### src/fpo_pkg.sv
// Shared types, constants and helper functions of the planar odometry block.
// Depends on nothing; every other file of the block uses it.
package fpo_pkg;

	// Datapath widths of the shared units.
	localparam int ACC_W = 70;
	localparam int A_W = 34;
	localparam int B_W = 36;
	localparam int DIG_W = 4;
	localparam int CNT_W = 4;
	localparam int CZ_W = 34;
	localparam int CS_W = 32;
	localparam int SQ_W = 64;

	// Digit counts of the multiplier operands (each digit is four bits).
	localparam logic [CNT_W-1:0] ND_VEL = 4'd6;
	localparam logic [CNT_W-1:0] ND_WT = 4'd5;
	localparam logic [CNT_W-1:0] ND_DT = 4'd6;
	localparam logic [CNT_W-1:0] ND_CS = 4'd8;
	localparam logic [CNT_W-1:0] ND_DIST = 4'd9;

	// Configuration register indexes.
	localparam logic CFG_TRUST = 1'b0;
	localparam logic CFG_FUSION = 1'b1;

	typedef struct packed {
		logic cmd;
		logic [19:0] dt;
		logic signed [15:0] imu_heading;
		logic signed [23:0] body_vx;
		logic signed [23:0] body_vy;
		logic signed [23:0] accel_vx;
		logic signed [23:0] accel_vy;
		logic signed [31:0] pose_x;
		logic signed [31:0] pose_y;
		logic signed [15:0] pose_heading;
	} item_t;

	typedef struct packed {
		logic signed [31:0] pos_x;
		logic signed [31:0] pos_y;
		logic signed [15:0] heading_out;
		logic signed [31:0] forward_dist;
		logic signed [31:0] lateral_dist;
		logic [30:0] straight_dist;
	} result_t;

	// One request to the digit-serial multiply-accumulate unit.
	typedef struct packed {
		logic start;
		logic clr;
		logic sub;
		logic signed [A_W-1:0] a;
		logic signed [B_W-1:0] b;
		logic [CNT_W-1:0] ndig;
	} mac_req_t;

	typedef enum logic [4:0] {
		ST_IDLE, ST_HCOR, ST_VX0, ST_VX1, ST_VY0, ST_VY1,
		ST_BX0, ST_BX1, ST_BY0, ST_BY1, ST_PX, ST_PY, ST_OCOR,
		ST_FW0, ST_FW1, ST_LT0, ST_LT1, ST_SQX, ST_SQY, ST_SQRT, ST_OUT
	} state_t;

	// Arctangent of 2^-i in units of 2^32 per turn.
	function automatic logic [CZ_W-1:0] atan_entry(input logic [4:0] i);
		logic [CZ_W-1:0] v;
		case (i)
			5'd0: v = 34'h020000000;
			5'd1: v = 34'h012E4051E;
			5'd2: v = 34'h009FB385B;
			5'd3: v = 34'h0051111D4;
			5'd4: v = 34'h0028B0D43;
			5'd5: v = 34'h00145D7E1;
			5'd6: v = 34'h000A2F61E;
			5'd7: v = 34'h000517C55;
			5'd8: v = 34'h00028BE53;
			5'd9: v = 34'h000145F2F;
			5'd10: v = 34'h0000A2F98;
			5'd11: v = 34'h0000517CC;
			5'd12: v = 34'h000028BE6;
			5'd13: v = 34'h0000145F3;
			5'd14: v = 34'h00000A2FA;
			5'd15: v = 34'h00000517D;
			5'd16: v = 34'h0000028BE;
			5'd17: v = 34'h00000145F;
			5'd18: v = 34'h000000A30;
			5'd19: v = 34'h000000518;
			5'd20: v = 34'h00000028C;
			5'd21: v = 34'h000000146;
			5'd22: v = 34'h0000000A3;
			5'd23: v = 34'h000000051;
			default: v = '0;
		endcase
		return v;
	endfunction

	// Saturate a wide signed value to the int32 range.
	function automatic logic signed [31:0] sat32(input logic signed [39:0] v);
		logic signed [31:0] r;
		if (v > 40'sd2147483647) begin
			r = 32'sh7FFFFFFF;
		end else if (v < -40'sd2147483648) begin
			r = 32'sh80000000;
		end else begin
			r = v[31:0];
		end
		return r;
	endfunction

endpackage

### src/fpo_ifs.sv
// Valid/ready channel interfaces for input items and result words.
// Depends on fpo_pkg for the payload structs.
interface fpo_item_if;
	logic valid;
	logic ready;
	fpo_pkg::item_t data;
	modport source(output valid, output data, input ready);
	modport sink(input valid, input data, output ready);
endinterface

interface fpo_result_if;
	logic valid;
	logic ready;
	fpo_pkg::result_t data;
	modport source(output valid, output data, input ready);
	modport sink(input valid, input data, output ready);
endinterface

### src/fpo_mac.sv
// Digit-serial signed multiply-accumulate unit, four multiplier bits per cycle.
// Depends on fpo_pkg.
module fpo_mac (
	input logic clk,
	input logic arst_n,
	input fpo_pkg::mac_req_t req,
	output logic signed [fpo_pkg::ACC_W-1:0] acc,
	output logic done
);
	logic signed [fpo_pkg::ACC_W-1:0] a_q;
	logic signed [fpo_pkg::ACC_W-1:0] acc_q;
	logic signed [fpo_pkg::ACC_W-1:0] prod;
	logic signed [fpo_pkg::B_W-1:0] b_q;
	logic [fpo_pkg::CNT_W-1:0] cnt_q;
	logic busy_q;
	logic done_q;
	logic sub_q;
	logic signed [fpo_pkg::DIG_W:0] dig;

	// The last digit carries the sign of the multiplier.
	assign dig = (cnt_q == fpo_pkg::CNT_W'(1)) ? {b_q[fpo_pkg::DIG_W-1], b_q[fpo_pkg::DIG_W-1:0]}
		: {1'b0, b_q[fpo_pkg::DIG_W-1:0]};
	assign prod = a_q * {{(fpo_pkg::ACC_W-fpo_pkg::DIG_W-1){dig[fpo_pkg::DIG_W]}}, dig};

	// Control: digit counter and completion pulse.
	always_ff @(posedge clk or negedge arst_n) begin
		if (!arst_n) begin
			busy_q <= 1'b0;
			done_q <= 1'b0;
			cnt_q <= '0;
		end else begin
			done_q <= 1'b0;
			if (req.start) begin
				busy_q <= 1'b1;
				cnt_q <= req.ndig;
			end else if (busy_q) begin
				cnt_q <= cnt_q - fpo_pkg::CNT_W'(1);
				if (cnt_q == fpo_pkg::CNT_W'(1)) begin
					busy_q <= 1'b0;
					done_q <= 1'b1;
				end
			end
		end
	end

	// Datapath: shift the operands one digit and accumulate the partial product.
	always_ff @(posedge clk) begin
		if (req.start) begin
			a_q <= {{(fpo_pkg::ACC_W-fpo_pkg::A_W){req.a[fpo_pkg::A_W-1]}}, req.a};
			b_q <= req.b;
			sub_q <= req.sub;
			if (req.clr) begin
				acc_q <= '0;
			end
		end else if (busy_q) begin
			acc_q <= sub_q ? acc_q - prod : acc_q + prod;
			a_q <= a_q <<< fpo_pkg::DIG_W;
			b_q <= b_q >>> fpo_pkg::DIG_W;
		end
	end

	assign acc = acc_q;
	assign done = done_q;
endmodule

### src/fpo_cordic.sv
// Iterative CORDIC sine and cosine, one rotation step per cycle, Q1.30 results.
// Depends on fpo_pkg for the arctangent table.
module fpo_cordic #(
	parameter int STEPS = 16
) (
	input logic clk,
	input logic arst_n,
	input logic start,
	input logic [15:0] angle,
	output logic signed [fpo_pkg::CS_W-1:0] cos_val,
	output logic signed [fpo_pkg::CS_W-1:0] sin_val,
	output logic done
);
	localparam logic signed [fpo_pkg::CZ_W-1:0] GAIN = 34'sd652032874;
	localparam logic signed [fpo_pkg::CZ_W-1:0] LIM = 34'sd1073741824;

	logic signed [fpo_pkg::CZ_W-1:0] x_q, y_q, z_q;
	logic signed [fpo_pkg::CZ_W-1:0] xs, ys, at, xn, yn;
	logic [4:0] i_q;
	logic busy_q, done_q, neg_q;
	logic signed [15:0] a_in, a_fold;
	logic fold;

	// Fold angles beyond a quarter turn by a half turn.
	assign a_in = angle;
	always_comb begin
		fold = 1'b0;
		a_fold = a_in;
		if (a_in > 16'sd16384) begin
			fold = 1'b1;
			a_fold = a_in - 16'sh8000;
		end else if (a_in < -16'sd16384) begin
			fold = 1'b1;
			a_fold = a_in + 16'sh8000;
		end
	end

	assign xs = x_q >>> i_q;
	assign ys = y_q >>> i_q;
	assign at = fpo_pkg::atan_entry(i_q);

	always_ff @(posedge clk or negedge arst_n) begin
		if (!arst_n) begin
			busy_q <= 1'b0;
			done_q <= 1'b0;
			i_q <= '0;
		end else begin
			done_q <= 1'b0;
			if (start) begin
				busy_q <= 1'b1;
				i_q <= '0;
			end else if (busy_q) begin
				i_q <= i_q + 5'd1;
				if (i_q == 5'(STEPS - 1)) begin
					busy_q <= 1'b0;
					done_q <= 1'b1;
				end
			end
		end
	end

	// One rotation step toward zero residual angle.
	always_ff @(posedge clk) begin
		if (start) begin
			x_q <= GAIN;
			y_q <= '0;
			z_q <= {{(fpo_pkg::CZ_W-32){a_fold[15]}}, a_fold, 16'h0000};
			neg_q <= fold;
		end else if (busy_q) begin
			if (!z_q[fpo_pkg::CZ_W-1]) begin
				x_q <= x_q - ys;
				y_q <= y_q + xs;
				z_q <= z_q - at;
			end else begin
				x_q <= x_q + ys;
				y_q <= y_q - xs;
				z_q <= z_q + at;
			end
		end
	end

	// Undo the fold and clamp to the unit range.
	always_comb begin
		xn = neg_q ? -x_q : x_q;
		yn = neg_q ? -y_q : y_q;
		if (xn > LIM) xn = LIM;
		else if (xn < -LIM) xn = -LIM;
		if (yn > LIM) yn = LIM;
		else if (yn < -LIM) yn = -LIM;
	end

	assign cos_val = xn[fpo_pkg::CS_W-1:0];
	assign sin_val = yn[fpo_pkg::CS_W-1:0];
	assign done = done_q;
endmodule

### src/fpo_sqrt.sv
// Bit-serial integer square root, one result bit per cycle, rounded to nearest.
// Depends on fpo_pkg for widths.
module fpo_sqrt (
	input logic clk,
	input logic arst_n,
	input logic start,
	input logic [fpo_pkg::SQ_W-1:0] val,
	output logic [32:0] root,
	output logic done
);
	logic [fpo_pkg::SQ_W-1:0] n_q, r_q, bit_q, trial;
	logic [4:0] cnt_q;
	logic busy_q, done_q;

	assign trial = r_q + bit_q;

	always_ff @(posedge clk or negedge arst_n) begin
		if (!arst_n) begin
			busy_q <= 1'b0;
			done_q <= 1'b0;
			cnt_q <= '0;
		end else begin
			done_q <= 1'b0;
			if (start) begin
				busy_q <= 1'b1;
				cnt_q <= '0;
			end else if (busy_q) begin
				cnt_q <= cnt_q + 5'd1;
				if (cnt_q == 5'd31) begin
					busy_q <= 1'b0;
					done_q <= 1'b1;
				end
			end
		end
	end

	// Restoring step on one pair of radicand bits.
	always_ff @(posedge clk) begin
		if (start) begin
			n_q <= val;
			r_q <= '0;
			bit_q <= {2'b01, {(fpo_pkg::SQ_W-2){1'b0}}};
		end else if (busy_q) begin
			if (n_q >= trial) begin
				n_q <= n_q - trial;
				r_q <= (r_q >> 1) + bit_q;
			end else begin
				r_q <= r_q >> 1;
			end
			bit_q <= bit_q >> 2;
		end
	end

	// Round to nearest: bump when the remainder exceeds the root.
	assign root = r_q[32:0] + {32'd0, (n_q > r_q)};
	assign done = done_q;
endmodule

### src/fused_planar_odometry_top.sv
// Top level of the planar dead-reckoning integrator with wheel/accelerometer blending.
// Depends on fpo_pkg, fpo_ifs, fpo_mac, fpo_cordic and fpo_sqrt.
//
// One word in gives one result word out. Items are handled one at a time by a
// sequencer that drives three shared serial units: a CORDIC (CORDIC_STEPS steps,
// one per cycle, run for the heading on an update and for the origin angle on
// every word), a multiply-accumulate that takes four multiplier bits per cycle,
// and a square root that takes one root bit per cycle. A finished result waits
// in an output register, so the next word is taken while it is still pending.
module fused_planar_odometry_top #(
	parameter int CORDIC_STEPS = 16
) (
	input logic clk,
	input logic arst_n,
	input logic cfg_we,
	input logic cfg_idx,
	input logic [16:0] cfg_data,
	fpo_item_if.sink item,
	fpo_result_if.source result
);
	fpo_pkg::state_t state_q, state_d;
	logic pend_q;
	logic item_acc, upd_go, unit_done;

	// Configuration.
	logic [16:0] trust_q;
	logic fus_en_q;

	// Architectural state.
	logic signed [31:0] pos_x_q, pos_y_q, org_x_q, org_y_q;
	logic [15:0] org_ang_q, first_q, latest_q;
	logic seen_q, armed_q, blend_q;

	// Latched item payload and intermediate results.
	logic signed [23:0] bx_q, by_q, ax_q, ay_q;
	logic [19:0] dt_q;
	logic signed [25:0] vx_q, vy_q;
	logic signed [31:0] fwd_q, lat_q;
	logic [30:0] str_q;
	fpo_pkg::result_t out_q;
	logic out_vld_q, out_load;

	// Unit connections.
	fpo_pkg::mac_req_t mreq;
	logic signed [fpo_pkg::ACC_W-1:0] macc, rnd30, rnd20, rnd16;
	logic mac_done, cor_start, cor_done, sq_start, sq_done;
	logic [15:0] cor_ang, cur_hdg;
	logic signed [31:0] cor_c, cor_s;
	logic [32:0] sq_root;
	logic signed [32:0] dx, dy;
	logic big;
	logic [16:0] wt, inv_wt;
	logic signed [39:0] pos_x_sum, pos_y_sum;

	fpo_mac u_mac (
		.clk(clk), .arst_n(arst_n), .req(mreq), .acc(macc), .done(mac_done)
	);

	fpo_cordic #(.STEPS(CORDIC_STEPS)) u_cordic (
		.clk(clk), .arst_n(arst_n), .start(cor_start), .angle(cor_ang),
		.cos_val(cor_c), .sin_val(cor_s), .done(cor_done)
	);

	fpo_sqrt u_sqrt (
		.clk(clk), .arst_n(arst_n), .start(sq_start), .val(macc[fpo_pkg::SQ_W-1:0]),
		.root(sq_root), .done(sq_done)
	);

	assign item_acc = item.valid && item.ready;
	assign upd_go = !item.data.cmd && (item.data.dt != 20'd0);
	assign unit_done = mac_done || cor_done || sq_done;
	assign cur_hdg = seen_q ? (org_ang_q + latest_q - first_q) : org_ang_q;

	// Displacement from the origin and the overflow test for the distance.
	assign dx = 33'(pos_x_q) - 33'(org_x_q);
	assign dy = 33'(pos_y_q) - 33'(org_y_q);
	assign big = (dx[32] != dx[31]) || (dx[32:31] == 2'b11 && dx[30:0] == '0)
		|| (dy[32] != dy[31]) || (dy[32:31] == 2'b11 && dy[30:0] == '0);

	// Blend weights, with the trust capped at one.
	assign wt = (trust_q > 17'd65536) ? 17'd65536 : trust_q;
	assign inv_wt = 17'd65536 - wt;

	// Round-half-up reductions of the accumulator.
	assign rnd30 = (macc + (fpo_pkg::ACC_W'(1) <<< 29)) >>> 30;
	assign rnd20 = (macc + (fpo_pkg::ACC_W'(1) <<< 19)) >>> 20;
	assign rnd16 = (macc + (fpo_pkg::ACC_W'(1) <<< 15)) >>> 16;
	assign pos_x_sum = 40'(pos_x_q) + rnd20[39:0];
	assign pos_y_sum = 40'(pos_y_q) + rnd20[39:0];

	// Next-state logic of the sequencer.
	always_comb begin
		state_d = state_q;
		case (state_q)
			fpo_pkg::ST_IDLE: if (item_acc) begin
				state_d = upd_go ? fpo_pkg::ST_HCOR : fpo_pkg::ST_OCOR;
			end
			fpo_pkg::ST_HCOR: if (unit_done) state_d = fpo_pkg::ST_VX0;
			fpo_pkg::ST_VX0: if (unit_done) state_d = fpo_pkg::ST_VX1;
			fpo_pkg::ST_VX1: if (unit_done) state_d = fpo_pkg::ST_VY0;
			fpo_pkg::ST_VY0: if (unit_done) state_d = fpo_pkg::ST_VY1;
			fpo_pkg::ST_VY1: if (unit_done) begin
				state_d = blend_q ? fpo_pkg::ST_BX0 : fpo_pkg::ST_PX;
			end
			fpo_pkg::ST_BX0: if (unit_done) state_d = fpo_pkg::ST_BX1;
			fpo_pkg::ST_BX1: if (unit_done) state_d = fpo_pkg::ST_BY0;
			fpo_pkg::ST_BY0: if (unit_done) state_d = fpo_pkg::ST_BY1;
			fpo_pkg::ST_BY1: if (unit_done) state_d = fpo_pkg::ST_PX;
			fpo_pkg::ST_PX: if (unit_done) state_d = fpo_pkg::ST_PY;
			fpo_pkg::ST_PY: if (unit_done) state_d = fpo_pkg::ST_OCOR;
			fpo_pkg::ST_OCOR: if (unit_done) state_d = fpo_pkg::ST_FW0;
			fpo_pkg::ST_FW0: if (unit_done) state_d = fpo_pkg::ST_FW1;
			fpo_pkg::ST_FW1: if (unit_done) state_d = fpo_pkg::ST_LT0;
			fpo_pkg::ST_LT0: if (unit_done) state_d = fpo_pkg::ST_LT1;
			fpo_pkg::ST_LT1: if (unit_done) state_d = fpo_pkg::ST_SQX;
			fpo_pkg::ST_SQX: if (unit_done) state_d = fpo_pkg::ST_SQY;
			fpo_pkg::ST_SQY: if (unit_done) begin
				state_d = big ? fpo_pkg::ST_OUT : fpo_pkg::ST_SQRT;
			end
			fpo_pkg::ST_SQRT: if (unit_done) state_d = fpo_pkg::ST_OUT;
			fpo_pkg::ST_OUT: if (out_load) state_d = fpo_pkg::ST_IDLE;
			default: state_d = fpo_pkg::ST_IDLE;
		endcase
	end

	// Sequencer outputs: unit launches and operand selection.
	always_comb begin
		item.ready = (state_q == fpo_pkg::ST_IDLE);
		cor_start = 1'b0;
		cor_ang = org_ang_q;
		sq_start = 1'b0;
		mreq.start = 1'b0;
		mreq.clr = 1'b1;
		mreq.sub = 1'b0;
		mreq.a = fpo_pkg::A_W'(dx);
		mreq.b = fpo_pkg::B_W'(dx);
		mreq.ndig = fpo_pkg::ND_DIST;
		case (state_q)
			fpo_pkg::ST_HCOR: begin
				cor_start = !pend_q;
				cor_ang = cur_hdg;
			end
			fpo_pkg::ST_OCOR: begin
				cor_start = !pend_q;
			end
			fpo_pkg::ST_VX0: begin
				mreq.start = !pend_q;
				mreq.a = fpo_pkg::A_W'(cor_c);
				mreq.b = fpo_pkg::B_W'(bx_q);
				mreq.ndig = fpo_pkg::ND_VEL;
			end
			fpo_pkg::ST_VX1: begin
				mreq.start = !pend_q;
				mreq.clr = 1'b0;
				mreq.sub = 1'b1;
				mreq.a = fpo_pkg::A_W'(cor_s);
				mreq.b = fpo_pkg::B_W'(by_q);
				mreq.ndig = fpo_pkg::ND_VEL;
			end
			fpo_pkg::ST_VY0: begin
				mreq.start = !pend_q;
				mreq.a = fpo_pkg::A_W'(cor_s);
				mreq.b = fpo_pkg::B_W'(bx_q);
				mreq.ndig = fpo_pkg::ND_VEL;
			end
			fpo_pkg::ST_VY1: begin
				mreq.start = !pend_q;
				mreq.clr = 1'b0;
				mreq.a = fpo_pkg::A_W'(cor_c);
				mreq.b = fpo_pkg::B_W'(by_q);
				mreq.ndig = fpo_pkg::ND_VEL;
			end
			fpo_pkg::ST_BX0: begin
				mreq.start = !pend_q;
				mreq.a = fpo_pkg::A_W'(vx_q);
				mreq.b = fpo_pkg::B_W'({1'b0, wt});
				mreq.ndig = fpo_pkg::ND_WT;
			end
			fpo_pkg::ST_BX1: begin
				mreq.start = !pend_q;
				mreq.clr = 1'b0;
				mreq.a = fpo_pkg::A_W'(ax_q);
				mreq.b = fpo_pkg::B_W'({1'b0, inv_wt});
				mreq.ndig = fpo_pkg::ND_WT;
			end
			fpo_pkg::ST_BY0: begin
				mreq.start = !pend_q;
				mreq.a = fpo_pkg::A_W'(vy_q);
				mreq.b = fpo_pkg::B_W'({1'b0, wt});
				mreq.ndig = fpo_pkg::ND_WT;
			end
			fpo_pkg::ST_BY1: begin
				mreq.start = !pend_q;
				mreq.clr = 1'b0;
				mreq.a = fpo_pkg::A_W'(ay_q);
				mreq.b = fpo_pkg::B_W'({1'b0, inv_wt});
				mreq.ndig = fpo_pkg::ND_WT;
			end
			fpo_pkg::ST_PX: begin
				mreq.start = !pend_q;
				mreq.a = fpo_pkg::A_W'(vx_q);
				mreq.b = fpo_pkg::B_W'({1'b0, dt_q});
				mreq.ndig = fpo_pkg::ND_DT;
			end
			fpo_pkg::ST_PY: begin
				mreq.start = !pend_q;
				mreq.a = fpo_pkg::A_W'(vy_q);
				mreq.b = fpo_pkg::B_W'({1'b0, dt_q});
				mreq.ndig = fpo_pkg::ND_DT;
			end
			fpo_pkg::ST_FW0: begin
				mreq.start = !pend_q;
				mreq.a = fpo_pkg::A_W'(dx);
				mreq.b = fpo_pkg::B_W'(cor_c);
				mreq.ndig = fpo_pkg::ND_CS;
			end
			fpo_pkg::ST_FW1: begin
				mreq.start = !pend_q;
				mreq.clr = 1'b0;
				mreq.a = fpo_pkg::A_W'(dy);
				mreq.b = fpo_pkg::B_W'(cor_s);
				mreq.ndig = fpo_pkg::ND_CS;
			end
			fpo_pkg::ST_LT0: begin
				mreq.start = !pend_q;
				mreq.a = fpo_pkg::A_W'(dy);
				mreq.b = fpo_pkg::B_W'(cor_c);
				mreq.ndig = fpo_pkg::ND_CS;
			end
			fpo_pkg::ST_LT1: begin
				mreq.start = !pend_q;
				mreq.clr = 1'b0;
				mreq.sub = 1'b1;
				mreq.a = fpo_pkg::A_W'(dx);
				mreq.b = fpo_pkg::B_W'(cor_s);
				mreq.ndig = fpo_pkg::ND_CS;
			end
			fpo_pkg::ST_SQX: begin
				mreq.start = !pend_q;
			end
			fpo_pkg::ST_SQY: begin
				mreq.start = !pend_q;
				mreq.clr = 1'b0;
				mreq.a = fpo_pkg::A_W'(dy);
				mreq.b = fpo_pkg::B_W'(dy);
			end
			fpo_pkg::ST_SQRT: begin
				sq_start = !pend_q;
			end
			default: begin
			end
		endcase
	end

	assign out_load = (state_q == fpo_pkg::ST_OUT) && (!out_vld_q || result.ready);

	// Control registers: state, unit handshake, output valid, configuration, pose and flags.
	always_ff @(posedge clk or negedge arst_n) begin
		if (!arst_n) begin
			state_q <= fpo_pkg::ST_IDLE;
			pend_q <= 1'b0;
			out_vld_q <= 1'b0;
			trust_q <= 17'd65536;
			fus_en_q <= 1'b0;
			pos_x_q <= '0;
			pos_y_q <= '0;
			org_x_q <= '0;
			org_y_q <= '0;
			org_ang_q <= '0;
			first_q <= '0;
			latest_q <= '0;
			seen_q <= 1'b0;
			armed_q <= 1'b0;
		end else begin
			state_q <= state_d;
			if (mreq.start || cor_start || sq_start) begin
				pend_q <= 1'b1;
			end else if (unit_done) begin
				pend_q <= 1'b0;
			end
			if (out_load) begin
				out_vld_q <= 1'b1;
			end else if (result.ready) begin
				out_vld_q <= 1'b0;
			end
			if (cfg_we) begin
				case (cfg_idx)
					fpo_pkg::CFG_TRUST: trust_q <= cfg_data;
					fpo_pkg::CFG_FUSION: fus_en_q <= cfg_data[0];
					default: begin
					end
				endcase
			end
			// Word acceptance: reset to pose, or latch the heading reference.
			if (item_acc) begin
				if (item.data.cmd) begin
					pos_x_q <= item.data.pose_x;
					pos_y_q <= item.data.pose_y;
					org_x_q <= item.data.pose_x;
					org_y_q <= item.data.pose_y;
					org_ang_q <= item.data.pose_heading;
					seen_q <= 1'b0;
					armed_q <= 1'b0;
				end else if (upd_go) begin
					if (!seen_q) begin
						first_q <= item.data.imu_heading;
					end
					seen_q <= 1'b1;
					latest_q <= item.data.imu_heading;
					armed_q <= 1'b1;
				end
			end
			// Position integration.
			if (unit_done && state_q == fpo_pkg::ST_PX) begin
				pos_x_q <= fpo_pkg::sat32(pos_x_sum);
			end
			if (unit_done && state_q == fpo_pkg::ST_PY) begin
				pos_y_q <= fpo_pkg::sat32(pos_y_sum);
			end
		end
	end

	// Payload registers: latched word fields, intermediate results and the output word.
	always_ff @(posedge clk) begin
		if (item_acc) begin
			bx_q <= item.data.body_vx;
			by_q <= item.data.body_vy;
			ax_q <= item.data.accel_vx;
			ay_q <= item.data.accel_vy;
			dt_q <= item.data.dt;
			blend_q <= fus_en_q && armed_q;
		end
		if (unit_done) begin
			case (state_q)
				fpo_pkg::ST_VX1: vx_q <= rnd30[25:0];
				fpo_pkg::ST_VY1: vy_q <= rnd30[25:0];
				fpo_pkg::ST_BX1: vx_q <= rnd16[25:0];
				fpo_pkg::ST_BY1: vy_q <= rnd16[25:0];
				fpo_pkg::ST_FW1: fwd_q <= fpo_pkg::sat32(rnd30[39:0]);
				fpo_pkg::ST_LT1: lat_q <= fpo_pkg::sat32(rnd30[39:0]);
				fpo_pkg::ST_SQY: if (big) str_q <= 31'h7FFFFFFF;
				fpo_pkg::ST_SQRT: begin
					str_q <= (sq_root > 33'h07FFFFFFF) ? 31'h7FFFFFFF : sq_root[30:0];
				end
				default: begin
				end
			endcase
		end
		if (out_load) begin
			out_q.pos_x <= pos_x_q;
			out_q.pos_y <= pos_y_q;
			out_q.heading_out <= cur_hdg;
			out_q.forward_dist <= fwd_q;
			out_q.lateral_dist <= lat_q;
			out_q.straight_dist <= str_q;
		end
	end

	assign result.valid = out_vld_q;
	assign result.data = out_q;
endmodule

### src/flat_wrapper.sv
// flat-port wrapper written by rule: the top's interface ports become plain ports
module fused_planar_odometry_top_flat 
#(
	parameter int CORDIC_STEPS = 16
)
  (clk, arst_n, cfg_we, cfg_idx, cfg_data, item_valid, item_data, item_ready, result_valid, result_data, result_ready);
  fpo_item_if item_i ();
  fpo_result_if result_i ();
  input logic clk;
  input logic arst_n;
  input logic cfg_we;
  input logic cfg_idx;
  input logic [16:0] cfg_data;
  input wire logic [$bits(item_i.valid)-1:0] item_valid;
  input wire logic [$bits(item_i.data)-1:0] item_data;
  output wire logic [$bits(item_i.ready)-1:0] item_ready;
  output wire logic [$bits(result_i.valid)-1:0] result_valid;
  output wire logic [$bits(result_i.data)-1:0] result_data;
  input wire logic [$bits(result_i.ready)-1:0] result_ready;
  assign item_i.valid = item_valid;
  assign item_i.data = item_data;
  assign item_ready = item_i.ready;
  assign result_valid = result_i.valid;
  assign result_data = result_i.data;
  assign result_i.ready = result_ready;
  fused_planar_odometry_top #(.CORDIC_STEPS(CORDIC_STEPS)) u_core (.clk(clk), .arst_n(arst_n), .cfg_we(cfg_we), .cfg_idx(cfg_idx), .cfg_data(cfg_data), .item(item_i), .result(result_i));
endmodule
### config.mk
export PLATFORM = sky130hd
export DESIGN_NAME = fused_planar_odometry_top_flat
export DESIGN_NICKNAME = d
export VERILOG_FILES = /design/src/fpo_pkg.sv /design/src/fpo_ifs.sv /design/src/fpo_mac.sv /design/src/fpo_cordic.sv /design/src/fpo_sqrt.sv /design/src/fused_planar_odometry_top.sv /design/src/flat_wrapper.sv
export SDC_FILE = /design/constraint.sdc
export NUM_CORES = 2
export LEC_CHECK = 0
export BUFFER_PORTS_ARGS = -buffer_cell sky130_fd_sc_hd__buf_2
export CORE_ASPECT_RATIO = 1.4
export CORE_MARGIN = 2
export CORE_UTILIZATION = 50
export DETAILED_ROUTE_END_ITERATION = 10
export PLACE_DENSITY = 0.76
export SLEW_MARGIN = 20
export SYNTH_ARGS = -nofsm -noshare
export SYNTH_HDL_FRONTEND = slang
export SYNTH_SLANG_ARGS = --single-unit
### constraint.sdc
create_clock -name clk -period 13.9 [get_ports clk]
set_clock_uncertainty 0.15 [all_clocks]
set_input_delay 2.78 -clock clk [delete_from_list [all_inputs] [get_ports clk]]
set_output_delay 2.78 -clock clk [all_outputs]
set_load 0.05 [all_outputs]
### Word-level counts from Yosys, hierarchy flattened

Memory sizes are Yosys's and may differ from the RTL's.
Cells that the tools add are included.

| word-level totals | value |
|---|---|
| register bits after elaboration | 1101 |
| latch bits | 0 |
| RAM bits | 0 |
| ROM bits | 960 |
| bits of input ports | 236 |
| output and inout bits | 177 |
| word-level logic and storage cells | 322 |
| memories | 1 |

| operators by class | value |
|---|---|
| $add $sub $neg | 29 |
| multipliers | 1 |
| divide/modulo/power cells | 0 |
| magnitude comparators | 16 |
| eq/ne operators | 50 |
| shift operators | 2 |
| muxes and demuxes | 108 |
| bitwise logic cells | 3 |
| reductions and logical operators | 60 |

Memory list:

| name | depth | bits a word | read ports | clocked after Yosys merged registers in | wr ports | RTL line | text |
|---|---|---|---|---|---|---|---|
| (name not given) | 32 | 30 | 1 | 0 | 0 | fpo_pkg.sv:67 | `case (i)` |

Operators by type and width:

| kind | count |
|---|---|
| $pmux 70 s15 | 1 |
| $mux 32 | 16 |
| $mux 70 | 6 |
| $mux 64 | 4 |
| $mux 34 | 7 |
| $mux 5 | 26 |
| $gt 40x32->1 const B | 3 |
| $lt 40x32->1 const B | 3 |
| $pmux 5 s21 | 1 |
| $pmux 26 s2 | 2 |
| $add 34x34->34 | 3 |
| $sub 34x34->34 | 3 |
| $add 40x40->40 | 2 |
| $add 70x31->70 const B | 1 |
| $add 70x70->70 | 1 |
| $mul 70x5->70 | 1 |
| $sub 70x70->70 | 1 |
| $gt 34x32->1 const B | 2 |
| $lt 34x31->1 const B | 2 |
| $neg 34->34 | 2 |
| $sshr 34x5->34 | 2 |
| $sub 32x32->33 | 2 |
| $add 63x63->64 | 1 |
| $add 64x63->64 | 1 |
| other kinds (54) | 176 |

### Longest topological paths before layout

| depth | value |
|---|---|
| depth after elaboration | 9 |
| mapped depth | 41 |
| gate-level depth less buffers | 37 |

### Cells and area by module

Synthesis repeated with hierarchy kept, for this count alone.

| unflattened totals | value |
|---|---|
| cells, all modules | 11343 |
| area, all modules | 99521.7 µm² |

By module, submodules not included:

| module | times used | cells each | area an instance (µm²) | seq. area each (µm²) |
|---|---|---|---|---|
| fused_planar_odometry_top | 1 | 3536 | 36835.3 | 18238.7 |
| fpo_mac | 1 | 3063 | 26062.5 | 5465.2 |
| fpo_cordic | 1 | 2451 | 18890.6 | 2427.3 |
| fpo_sqrt | 1 | 2293 | 17733.3 | 4018.9 |

### Least setup slack after synthesis

OpenSTA, ideal clock, no wires.

| timing path | value |
|---|---|
| kind | input -> register |
| start | input result_ready |
| end | register u_core.out_q, in the netlist u_core.result.data[0], enable pin |
| library setup time | 0.730 ns |
| arrival | 10.593 ns |
| data required time | 13.020 ns |
| path slack | 2.428 ns |
| stages | 2 |
| path buffers | 0 |
| path through | nand2b_1 > nor2b_1 |

| between the ends | value |
|---|---|
| word-level cells in the longest chain between the ends | 2 |

RTL lines:

| what | RTL line | text |
|---|---|---|
| from (decl) | flat_wrapper.sv:19 | `input wire logic [$bits(result_i.ready)-1:0] result_ready;` |
| $logic_or 1x1->1 | fused_planar_odometry_top.sv:255 | `assign out_load = (state_q == fpo_pkg::ST_OUT) && (!out_vld_q \|\| result.ready);` |
| $logic_and 1x1->1 | fused_planar_odometry_top.sv:255 |  |
| named net u_core.out_load | fused_planar_odometry_top.sv:41 | `logic out_vld_q, out_load;` |
| to (decl) | fused_planar_odometry_top.sv:40 | `fpo_pkg::result_t out_q;` |

The timed path passes the listed nets, and every way through them passes these cells.
A chain may end at the register's enable or synchronous reset.

### Final worst setup path

| timing path | value |
|---|---|
| start | register u_core.u_mac.b_q[3] (netlist bit) |
| end | register u_core.u_mac.acc_q, in the netlist u_core.u_mac.acc[69], data pin |

| between the ends | value |
|---|---|
| word-level cells in the longest chain between the ends | 6 |

RTL lines:

| what | RTL line | text |
|---|---|---|
| from (decl) | fpo_mac.sv:13 | `logic signed [fpo_pkg::B_W-1:0] b_q;` |
| from (signal assigned) | fpo_mac.sv:50 | `b_q <= req.b;` |
| from (signal assigned) | fpo_mac.sv:58 | `b_q <= b_q >>> fpo_pkg::DIG_W;` |
| $mux 5 (*) | fpo_mac.sv:21 | `assign dig = (cnt_q == fpo_pkg::CNT_W'(1)) ? {b_q[fpo_pkg::DIG_W-1], b_q[fpo_pkg::DIG_W-1:0]}` |
| $mul 70x5->70 (*) | fpo_mac.sv:23 | `assign prod = a_q * {{(fpo_pkg::ACC_W-fpo_pkg::DIG_W-1){dig[fpo_pkg::DIG_W]}}, dig};` |
| $add 70x70->70 / $sub 70x70->70 (equally long branches) | fpo_mac.sv:56 | `acc_q <= sub_q ? acc_q - prod : acc_q + prod;` |
| $mux 70 (*) | fpo_mac.sv:56 |  |
| $mux 70 (*) | fpo_mac.sv:55 | `end else if (busy_q) begin` |
| $mux 70 (*) | fpo_mac.sv:48 | `if (req.start) begin` |
| to (signal assigned) | fpo_mac.sv:56 |  |
| to (decl) | fpo_mac.sv:11 | `logic signed [fpo_pkg::ACC_W-1:0] acc_q;` |

Every way passes the cells marked *; elsewhere a longest branch is shown, timed or not. The select of a mux whose other input is x is not followed.

==> flow_metrics.tcl <==
set metrics [dict create \
    status "completed" \
    ys.flop_type "edfxtp_1" \
    final_layout_size_suffix_gt1_share_pct 10.1 \
    post_drt_via_cell_ratio 6.25 \
    boundaryPins 413 \
    clk_latency_ns 0.80 \
    synth_cell_type_count 122 \
    post_drt_wl_per_cell_um 24.5 \
    clock-sinks 1099 \
    avgSynthCellArea_um2 9.02 \
    antenna_found_initial 23 \
    critPathLaunchType "flip-flop" \
    crit_fanout 68 \
    io_buffers 412 \
    hold_path_class "reg -> reg" \
    synth_compound_area_share_pct 19.2 \
    drv_slew 0 \
    cts_tree "yes" \
    fin_crit_sh_pct 79.9 \
    maxCapViolCount 0 \
    synth_edf_count 697 \
    syn_nets 11500 \
    synth_xor_area_share_pct 7.99 \
    routabilityCongestion 1.03 \
    synth-adder-area-share_pct 14.0 \
    routed_wl_mm 320 \
    cts_setup_buffers 0 \
    area_delta_synth_final_pct 9.17 \
    initial_core_util_pct 50.2 \
    grt_max_degree 115 \
    hold_viol_final 0 \
    nets 11600 \
    cts_buffers 116 \
    htree_levels 3 \
    yosys.area_share.simple_pct 15.6 \
    cp_slowest_stage_delay_ns 0.62 \
    drc 0 \
    syn_area_um2 93100 \
    synth_warnings 0 \
    ctsResizeCount 0 \
    async_reset_ff_share_pct 20.2 \
    min_period_ns 11.11 \
    track_usage_pct 32.9 \
    muxShareOfSynthArea_pct 5.62 \
    arrival_ns 11.50 \
    wl_met2_mm 145 \
    clockBufferDepth 3 \
    setup_tns_ns 0 \
    highest_layer "met5" \
    rows 187 \
    worstMarginPinSlew_ns 1.27 \
    grt_pass1_wl_mm 480 \
    synth_area_leaders "edfxtp_1 22%, ha_1 9.2%, dfrtp_1 5.9%, xnor2_1 4.8%, fa_1 4.8%" \
    slowest_stage "a2111oi_0" \
    die_w_um 369 \
    ys_seq_elements 1099 \
    crit_type "reg -> reg" \
    die-area_um2 190000 \
    vias 81600 \
    cts_hold_buffers 0 \
    grt_setup_unrepaired "false" \
    coreArea_um2 185000 \
    dr.pass1.iters 9 \
    synth_top_family_by_area "compound AO/OA/AOI/OAI gates" \
    final-setup-viol-count 0 \
    slew_headroom_pct 14.8 \
    ys_seq_area_share_pct 32.3 \
    fmax_ghz 0.0900 \
    drt-initial-drc-count 7858 \
    synth_cells 10300 \
    yosysTopAreaCellShare_pct 22.5 \
    setup.worst_path.end_class "flip-flop" \
    wl_met3_mm 26.2 \
    die_h_um 515 \
    hpwl_mm 247 \
    clk_pin_slew_worst_paths_ns 0.07 \
    grt_remaining_overflow 0 \
    cp_data_required_time_ns 14.29 \
    root_buffer "clkbuf_16" \
    grt_pass1_vias 79200 \
    final_antenna_net_count 0 \
    synth_top_cell_by_area "edfxtp_1" \
    met1_length_mm 125 \
]
synth_stat cells (43+ instances only):
master	count
a211oi_1	73
xnor2_1	515
o21bai_1	79
nand2b_1	109
mux2i_1	212
buf_1	49
nand2_1	830
o211ai_1	43
a31oi_1	151
nor2b_1	107
a221oi_1	52
ha_1	684
inv_1	745
o22ai_1	50
clkbuf_1	384
o31ai_1	56
nand3_1	163
o221ai_1	46
a22oi_1	44
nand4_1	109
a21oi_1	799
o21a_1	93
dfrtp_1	221
mux4_2	65
nor3_1	173
and2_1	305
edfxtp_1	697
and3_1	91
fa_1	222
o21ai_0	675
mux2_2	95
or2_2	49
nor2_1	872
or3_1	61
a21o_1	281
dfxtp_1	180
xor2_1	332
through the flow:
step | setup slack, ns | utilization, % | cells | hold WS [ns] | area, um^2
floorplan | 2.43 | - | 10300 | 0.250 | 93100
global placement | 2.96 | 52.5 | 12800 | 0.251 | 97300
detailed placement | 2.82 | 52.5 | 12800 | 0.255 | 97300
CTS | 2.79 | 54.8 | 13000 | 0.262 | 102000
global route | 1.97 | 54.8 | 13000 | 0.273 | 102000
finish | 2.79 | 54.8 | 13100 | 0.256 | 102000
flip-flops by register name (all words and copies together) (netlist names), 26 cells and up:
name	flops
u_core.result.data	175
u_core.u_mac.a_q	70
u_core.u_mac.acc	70
u_core.u_sqrt.n_q	64
u_core.u_sqrt.r_q	64
u_core.u_cordic.x_q	34
u_core.u_cordic.y_q	34
u_core.u_cordic.z_q	34
u_core.u_mac.b_q	34
u_core.fwd_q	32
u_core.lat_q	32
u_core.org_x_q	32
u_core.org_y_q	32
u_core.pos_x_q	32
u_core.pos_y_q	32
u_core.u_sqrt.bit_q	32
u_core.str_q	31
u_core.vx_q	26
u_core.vy_q	26
worst max-delay path, delay by kind of cell, from the launching register on:
kind / cells / cell delay (ns)
buffers and inverters: 3 / 0.89
AOI/OAI and AO/OA: 17 / 4.43
DFF: 1 / 0.32
and+or+nand+nor: 9 / 2.18
xor gates and xnor gates: 1 / 0.13
adders and majority gates: 5 / 2.43
muxes: 1 / 0.31
final timing paths:
kind                                startpoint                      to  slack, ns  cells past startpoint
min in group asynchronous               arst_n      u_core.org_y_q[22]       1.87                      1
max in group asynchronous               arst_n  u_core.u_cordic.i_q[0]       9.47                      3
setup reg to reg           u_core.u_mac.b_q[3]    u_core.u_mac.acc[69]       2.79                     36
setup / recovery           u_core.u_mac.b_q[3]    u_core.u_mac.acc[69]       2.79                     36
hold / removal                 u_core.fwd_q[7]  u_core.result.data[70]       0.26                      0
hold reg to reg                u_core.fwd_q[7]  u_core.result.data[70]       0.26                      0
cells in the final DEF (no fill, tap or decap), drive strengths merged, types with 86 or more instances in the layout:
cell and count:
and3 91, nor2 874, inv 763, nand2 830, mux2i 212, o21a 93, and2 305, a21oi 800
nand4 109, nand2b 111, ha 684, mux2 97, dfxtp 180, nor2b 107, mux4 86, dfrtp 221
clkbuf 141, fa 222, edfxtp 697, nor3 177, a31oi 151, xor2 332, xnor2 516, nand3 164
o21ai 682, buf 534, a21o 281
cell families (layout without fill, tap and decap cells):
logic type,count (synthesis),in the layout
buffers and inverters,1246,1507
and+or+nand+nor,3024,3024
AOI/OAI and AO/OA,2801,2801
DFF,1099,1099
other,0,17
adders and majority gates,906,906
muxes,395,395
xor gates and xnor gates,848,848
final cells by class:
| cell class | count | area, um^2 |
|---|---|---|
| clock buffers | 141 | 3140 |
| flip-flops and latches | 1099 | 30100 |
| repair buffers | 534 | 3020 |
| fillers | 16600 | 83700 |
| inverters | 754 | 2830 |
| well taps | 2457 | 3070 |
| diodes | 17 | 42.5 |
| clock inverters | 78 | 1070 |
| multi-input cells | 7974 | 58400 |
layer usage:
metal / global-route usage, % / up-vias
met5: 0 / -
met3: 5.60 / 878
met4: 21.0 / 12
met1: 41.1 / 39600
li1: - / 37400
met2: 52.7 / 3767
Power is left out: the tool's default activity adds up to more than one toggle a clock period on the data nets, which glitch-free logic cannot reach.
